File: config.mk
export PLATFORM = sky130hd
export DESIGN_NAME = cvc_comp_count
export DESIGN_NICKNAME = d
export VERILOG_FILES = /design/src/hw/rtl/cut_vertex_counter_assert.svh /design/src/hw/rtl/cvc_pkg.sv /design/src/hw/rtl/cvc_comp_count.sv
export SDC_FILE = /design/constraint.sdc
export NUM_CORES = 1
export LEC_CHECK = 0
export BUFFER_PORTS_ARGS = -buffer_cell sky130_fd_sc_hd__buf_2
export CAP_MARGIN = 0
export CORE_MARGIN = 3
export CORE_UTILIZATION = 50
export CTS_CLUSTER_DIAMETER = 30
export DETAILED_ROUTE_END_ITERATION = 7
export PLACE_DENSITY = 0.78
export SLEW_MARGIN = 20
export SYNTH_ARGS = -nofsm -noshare
export SYNTH_HDL_FRONTEND = slang
export SYNTH_SLANG_ARGS = --single-unit
File: constraint.sdc
create_clock -name clk -period 3.5 [get_ports clk]
set_input_delay 0.7 -clock clk [delete_from_list [all_inputs] [get_ports clk]]
set_output_delay 0.7 -clock clk [all_outputs]
set_load 0.01 [all_outputs]
File: src/hw/rtl/cut_vertex_counter_assert.svh
// Assertion macros for the cut vertex counter; empty when SYNTH is defined.
`ifndef CUT_VERTEX_COUNTER_ASSERT_SVH
`define CUT_VERTEX_COUNTER_ASSERT_SVH
`ifndef SYNTH
// same-cycle implication
`define CVC_ASSERT_IMP(label, clk, rst_n, ante, cons) \
	label: assert property (@(posedge clk) disable iff (!rst_n) (ante) |-> (cons)) \
		else $error("cvc assertion failed");
// next-cycle implication
`define CVC_ASSERT_NXT(label, clk, rst_n, ante, cons) \
	label: assert property (@(posedge clk) disable iff (!rst_n) (ante) |=> (cons)) \
		else $error("cvc assertion failed");
`else
`define CVC_ASSERT_IMP(label, clk, rst_n, ante, cons)
`define CVC_ASSERT_NXT(label, clk, rst_n, ante, cons)
`endif
`endif

File: src/hw/rtl/cvc_pkg.sv
// Package: constants, codes and shared structs of the cut vertex counter.
`timescale 1ns / 1ps
package cvc_pkg;
	localparam int MAX_VERTICES = 64;
	localparam int ROW_W = MAX_VERTICES;
	localparam int VIDX_W = $clog2(MAX_VERTICES);
	localparam int CNT_W = $clog2(MAX_VERTICES + 1);
	localparam int KIND_W = 2;
	localparam int END_W = 7;
	localparam int VC_W = 7;

	localparam logic [VC_W-1:0] VC_RESET = VC_W'(64);

	localparam logic [KIND_W-1:0] KIND_ADD = 2'd0;
	localparam logic [KIND_W-1:0] KIND_EVAL = 2'd1;
	localparam logic [KIND_W-1:0] KIND_CLEAR = 2'd2;

	// sequencer to component counter
	typedef struct packed {
		logic             start;
		logic [ROW_W-1:0] seed_mask;
		logic [ROW_W-1:0] valid_mask;
	} cc_ctrl_t;

	// component counter row read request
	typedef struct packed {
		logic              re;
		logic [VIDX_W-1:0] addr;
	} cc_rd_t;

	typedef struct packed {
		logic             busy;
		logic             done;
		logic [CNT_W-1:0] count;
	} cc_stat_t;
endpackage

File: src/hw/rtl/cvc_comp_count.sv
// Component counter: flood fill over adjacency rows, one row read per cycle while a pending row is under the pointer.
`timescale 1ns / 1ps
module cvc_comp_count import cvc_pkg::*; (
	input  logic             clk,
	input  logic             arst_n,
	input  cc_ctrl_t         ctrl,
	input  logic [ROW_W-1:0] row,
	output cc_rd_t           rd,
	output cc_stat_t         stat
);
	logic              busy_q;
	logic              infl_q;
	logic [ROW_W-1:0]  seen_q;
	logic [ROW_W-1:0]  pend_q;
	logic [VIDX_W-1:0] ptr_q;
	logic [CNT_W-1:0]  cnt_q;

	logic [ROW_W-1:0] ptr_bit;
	logic [ROW_W-1:0] fresh;
	logic             working;
	logic             issue;
	logic             root;
	logic             finished;

	// pend_q: seen but not yet expanded. The pointer sweeps all rows; a pending
	// row under the pointer is read, and its unseen neighbors come back next cycle.
	// With nothing pending, an unseen live vertex under the pointer opens a component.
	always_comb begin
		ptr_bit = ROW_W'(1) << ptr_q;
		fresh = infl_q ? (row & ctrl.valid_mask & ~seen_q) : '0;
		working = (pend_q != '0) || infl_q;
		issue = busy_q && pend_q[ptr_q];
		root = busy_q && !working && ctrl.valid_mask[ptr_q] && !seen_q[ptr_q];
		finished = busy_q && !working && ((seen_q | ~ctrl.valid_mask) == '1);
	end

	always_ff @(posedge clk or negedge arst_n) begin
		if (!arst_n) begin
			busy_q <= 1'b0;
			infl_q <= 1'b0;
		end else begin
			infl_q <= issue;
			if (ctrl.start) begin
				busy_q <= 1'b1;
			end else if (finished) begin
				busy_q <= 1'b0;
			end
		end
	end

	always_ff @(posedge clk) begin
		if (ctrl.start) begin
			seen_q <= ctrl.seed_mask;
			pend_q <= '0;
			ptr_q <= '0;
			cnt_q <= '0;
		end else if (busy_q) begin
			seen_q <= seen_q | fresh | (root ? ptr_bit : '0);
			pend_q <= (pend_q & ~(issue ? ptr_bit : '0)) | fresh | (root ? ptr_bit : '0);
			if (root) begin
				cnt_q <= cnt_q + CNT_W'(1);
			end else begin
				ptr_q <= ptr_q + VIDX_W'(1);
			end
		end
	end

	assign rd.re = issue;
	assign rd.addr = ptr_q;
	assign stat.busy = busy_q;
	assign stat.done = finished;
	assign stat.count = cnt_q;
endmodule

==> run summary, run 1 <==
number of fill cells = 1466
most frequent CP cell = mux4_2
DR vias/cell = 6.67
width of the die = 139 µm
RSZ-0062 raised after global routing = true
Placement Setup Slack = 246 ps
core area = 0.0174 mm²
Top Ports = 211
top cells by area, synth = edfxtp_1 (22%), dfxtp_1 (17%), mux4_2 (8.6%)
Max-Cap Viols = 0
sw power = 0.00223 W
Post-synth EDFFs = 64
Worst Setup End Kind = output pin
part of the power in registers = 33.2%
Initial Util = 51.2%
WP buf/inv = 2
RD Place Congestion = 1.02
Main synth FF type = dfxtp_1
DRC Markers = 0
Crit Path Max Fanout = 7
violated checks = negative setup slack
clock share of power = 29.7%
final setup skew = 9.39 ps
async set or reset register ratio after synthesis = 1.40%
CTS Buf Count = 17
Final nets = 1380
I/O Buffers = 210
post-synth net total = 1173
Max VDD drop = 471 µV
mapped cell area = 0.00888 mm²
# hold bufs at CTS = 0
Synth cell types = 64
Crit-path slowest cell = mux4_2
count leader, synth = nand2_1
Final WS setup = -34.5 ps
top cell family by delay on the critical path = multiplexers
min Tclk post-route = 3530 ps
total clock sinks = 143
H-tree levels = 4
Hold Violations, Final = 0
critical path class = reg2out
Antenna Nets Post-Route = 0
synth warn = 0
CP Launch Type = register
Worst-Margin Slew = 839 ps
critical path cell sequence = buf_12, mux4_2, mux4_2, mux4_2, and2_4, buf_6
Mapped Avg Cell Area = 9.15 µm²
crit-path max cell delay = 540 ps
drt initial violations = 1273
Hold Slack = 58.5 ps
internal power = 0.00397 W
Post-Route Utilization = 63.2%
Tot GR Track Use = 33.7%
DR vias = 9449
Comb pwr share = 37.1%
grt ovf = 0
proportion of layout cells with a drive suffix above 1 = 28.8%
largest net degree at the start of global routing = 78
DRT Wirelength = 33.8 mm
Die Ht = 139 µm
Max Slew Vio Count = 0
vias in the first global route = 8887
flip-flop and latch count after synthesis = 143
worst min-delay path class = in2async
synth cell count leaders = nand2_1 (121), nor2_1 (83), dfxtp_1 (77)
Gate Count Post-Synth = 971
CTS clk-pin slew, worst paths = 60 ps
Pleak = 4.40 nW
post-detail-place hpwl = 24.0 mm
Synth-to-Final Area Change = 23.5%
first-pass GRT wire length = 51.2 mm
power per cell area = 565 mW/mm²
share of Yosys cell area claimed by the top area cell type = 21.6%
Max clock buf depth = 2
worst rel slew slack = 43.9%
Tcrit/Tclk final = 101%
status = finished, violations left
dominant cell type by area after synthesis = edfxtp_1
# setup viols final = 1
Die Footprint = 0.0194 mm²
FP Rows = 48
drt first pass iters = 5
Fmax = 283 MHz
sw frac = 35.9%
CTS tree = yes
clk_lat worst skew = 430 ps
CTS root buf = clkbuf_16
Seq/Total Area, Yosys = 39.6%
critical path arrival = 2830 ps
routed length per instance = 23.9 µm
initial antenna violation count = 1
WP data required = 2800 ps
[metal layers]
layer	routed length (µm)	GRT usage, %	vias up
met2	14800	49.9	728
met3	4440	8.66	119
met1	13300	47.8	4473
met5	0	0	-
met4	1300	13.0	0
li1	-	-	4129
[state kept, by name, summed over array words and instances (netlist names)]
signal / count
busy_q: 1
pend_q: 64
ptr_q: 6
cnt_q: 7
seen_q: 64
infl_q: 1
[per-stage QoR]
stage	setup TNS, ps	cell area, µm²	total power, W	cells
floorplan	0	8880	0.00340	971
global placement	0	10200	0.00408	1375
detailed placement	0	10200	0.00409	1375
CTS	-25.6	11000	0.00611	1416
global route	-69.6	11000	0.00639	1416
finish	-34.5	11000	0.00620	1417
[layout by cell type (no fill, tap or decap), drive strengths merged, types with 5 or more instances in the layout]
cell type	n
dfxtp	77
o21ai	46
mux2	6
a21oi	12
nand3	50
nand2b	6
buf	258
o22ai	27
nand2	121
a31oi	34
inv	16
nor2	83
o211ai	9
nor2b	67
nand4	12
and3	42
a2bb2oi	52
edfxtp	64
ha	7
clkinv	9
o21a	16
mux4	34
nor4	44
mux2i	5
clkbuf	19
and2	5
[final cells by class]
class | instances | area (µm²) | area share, %
Multi-Input combinational cell | 741 | 5000 | 45.6
Sequential cell | 143 | 3520 | 32.1
Timing Repair Buffer | 258 | 1520 | 13.9
Clock buffer | 19 | 433 | 3.95
Tap cell | 225 | 282 | 2.57
Clock inverter | 13 | 148 | 1.35
Inverter | 17 | 66.3 | 0.604
Antenna cell | 1 | 2.50 | 0.0228
[final timing paths]
kind	startpoint	endpoint	slack (ps)	cells past startpoint
min in group clk	pend_q[5]	pend_q[5]	500	2
max	ptr_q[0]	rd[6]	-30	6
min	arst_n	infl_q	60	1
max reg2reg	ptr_q[0]	seen_q[43]	270	12
min reg2reg	pend_q[5]	pend_q[5]	500	2
max in group asynchronous	arst_n	busy_q	3330	1
[repair_timing]
| item | 4_1_cts | 5_1_grt |
|---|---|---|
| hold endpoints to repair | 0 | 0 |
| resized for setup | 12 | 0 |
| pin swaps | 0 | 0 |
| gates cloned | 2 | 0 |
| setup endpoints to repair | 1 | 1 |
| setup buffers | 7 | 0 |
[power groups by stage]
| stage | Sequential (W) | Clock [W] | Combinational [W] |
|---|---|---|---|
| finish | 0.00206 | 0.00184 | 0.00230 |
| floorplan | 0.00203 | 0 | 0.00137 |
| global route | 0.00207 | 0.00191 | 0.00242 |
| CTS | 0.00204 | 0.00183 | 0.00223 |
| detailed placement | 0.00206 | 0 | 0.00203 |
| global placement | 0.00205 | 0 | 0.00202 |
[cells by family (layout without fill, tap and decap cells)]
| group | count (synthesis) | after routing | share of synthesized area [%] |
|---|---|---|---|
| compound gates | 233 | 233 | 18.7 |
| xor+xnor | 1 | 1 | 0.0986 |
| fa+ha+maj | 7 | 7 | 0.986 |
| buf+inv | 87 | 307 | 4.21 |
| flops | 143 | 143 | 39.6 |
| mux | 45 | 45 | 9.94 |
| other cells | 0 | 1 | 0 |
| simple gates | 455 | 455 | 26.5 |
Power figures use the tool's default switching activity.
==> inputs of run 2 (changes only) <==
GPL_TIMING_DRIVEN = 0   (was not set)
==> run summary, run 2 (synthesis gave the netlist of run 1 again) <==
H-tree levels = 4 (unchanged)
Die Ht = 139 µm (unchanged)
drt initial violations = 1250 (-1.8%)
DR vias = 9583 (+1.4%)
Max Slew Vio Count = 0 (unchanged)
Design Power = 0.00639 W (+3.1%)
Worst-Margin Slew = 1240 ps (+396 ps)
register area = 0.00352 mm² (about the same)
RD Place Congestion = 1.02 (-0.17%)
Final WS setup = -258 ps (-224 ps)
Post-Route Utilization = 63.5% (+0.25 points)
Max VDD drop = 394 µV (-16%)
critical path arrival = 3060 ps (+230 ps)
first-pass GRT wire length = 55.5 mm (+8.4%)
biggest regs = pend_q: 64 flops, seen_q: 64 flops, cnt_q: 7 flops
Antenna Nets Post-Route = 0 (unchanged)
area of the multi-input gates = 0.00504 mm² (+0.83%)
worst rel slew slack = 17.0% (-27 points)
Final nets = 1409 (+2.1%)
Die Footprint = 0.0194 mm² (unchanged)
core area = 0.0174 mm² (unchanged)
Placement Setup Slack = -693 ps (-938 ps)
power per cell area = 580 mW/mm² (+2.7%)
# hold bufs at CTS = 0 (unchanged)
CTS clk-pin slew, worst paths = 70 ps (about the same)
Top Ports = 211 (unchanged)
routed length per instance = 26.2 µm (+9.6%)
WL met3 = 5.05 mm (+14%)
total clock sinks = 143 (unchanged)
initial antenna violation count = 1 (unchanged)
Worst Setup End Kind = output pin
clk_lat worst skew = 440 ps (about the same)
antenna cells = 0 (-1)
Hold Violations, Final = 0 (unchanged)
DR vias/cell = 6.64 (-0.48%)
Final Instance Count excl. Fillers = 1444 (+1.9%)
grt ovf = 0 (unchanged)
DRT Wirelength = 37.8 mm (+12%)
met1 WL = 14.8 mm (+11%)
Tcrit/Tclk final = 107% (+6.4 points)
Synth-to-Final Area Change = 24.0%
vias in the first global route = 9134 (+2.8%)
most frequent cells in the layout = buf_2 (215), nand2_1 (120), nor2_1 (83)
DRC Markers = 0 (unchanged)
FP Rows = 48 (unchanged)
largest net degree at the start of global routing = 40 (-49%)
placed cell count = 1407 (+2.3%)
Pleak = 4.37 nW (-0.69%)
Max clock buf depth = 2 (unchanged)
Crit Path Max Fanout = 7 (unchanged)
top layer in use = met5
CTS Buf Count = 17 (unchanged)
worst min-delay path class = in2async
Total Neg Setup Slack = -258 ps (-224 ps)
Fmax = 266 MHz (-6.0%)
Initial Util = 51.2% (unchanged)
number of fill cells = 1550 (+5.7%)
Tot GR Track Use = 37.8% (+4.0 points)
met2 wire length = 16.4 mm (+11%)
critical path class = reg2out
R2R cell count = 9 (-3)
Max-Cap Viols = 0 (unchanged)
width of the die = 139 µm (unchanged)
WP data required = 2800 ps (about the same)
RSZ-0062 raised after global routing = true
proportion of layout cells with a drive suffix above 1 = 26.7% (-2.1 points)
commonest non-fill, non-tap cell in the layout = buf_2
drt first pass iters = 5 (unchanged)
status = finished, violations left
violated checks = negative setup slack
final setup skew = 10.8 ps (+1.46 ps)
I/O Buffers = 210 (unchanged)
CTS root buf = clkbuf_16
CP Launch Type = register
post-detail-place hpwl = 28.6 mm (+19%)
min Tclk post-route = 3760 ps (+224 ps)
# setup viols final = 1 (unchanged)
CTS tree = yes
## run 2: where the power goes
part	total [W]	internal [W]	leakage (nW)	switching, W
combinational	0.00245	0.000915	2.79	0.00153
sequential	0.00205	0.00191	1.30	0.000135
clock	0.00190	0.00109	0.286	0.000807
total	0.00639	0.00392	4.37	0.00247
## run 2: area by class of cell
class / instances / area share, %
Inverter: 17 / 0.613
Timing Repair Buffer: 218 / 10.4
Clock inverter: 12 / 1.22
Sequential cell: 143 / 31.9
Buffer: 69 / 3.34
Clock buffer: 19 / 4.11
Multi-Input combinational cell: 741 / 45.8
Tap cell: 225 / 2.56
## run 2: final timing paths
kind | start | endpoint | slack, ps
worst max-delay path | ptr_q[0] | rd[6] | -260
worst min-delay path | arst_n | infl_q | 40
worst max register to register | ptr_q[1] | seen_q[50] | 160
worst min register to register | pend_q[42] | pend_q[42] | 510
max in group asynchronous | arst_n | busy_q | 3360
min in group clk | pend_q[42] | pend_q[42] | 510
## run 2: per-stage QoR
step	hold WS, ps	area [µm²]
detailed placement	490	10200
floorplan	404	8880
global placement	478	10200
global route	50.2	11000
finish	41.4	11000
CTS	46.2	11000
## run 2: critical path, cell delays in order, from the launching register on
cell	delay, ps
dfxtp_4	360
buf_12	130
buf_12	140
mux4_2	510
mux4_2	540
mux4_2	520
and2_4	190
buf_6	110
buf_6	110
## run 2: timing repair
| action | in CTS | in global routing |
|---|---|---|
| gates resized for setup | 28 | 2 |
| cloned | 1 | 0 |
| setup buffers | 6 | 0 |
| setup endpoints to repair | 2 | 2 |
| endpoints found under the hold margin | 0 | 0 |
## run 2: metal layers
layer | up-vias | global-route usage [%]
met2 | 769 | 57.0
met5 | - | 0
met1 | 4521 | 52.2
li1 | 4184 | -
met4 | 2 | 13.3
met3 | 107 | 10.9
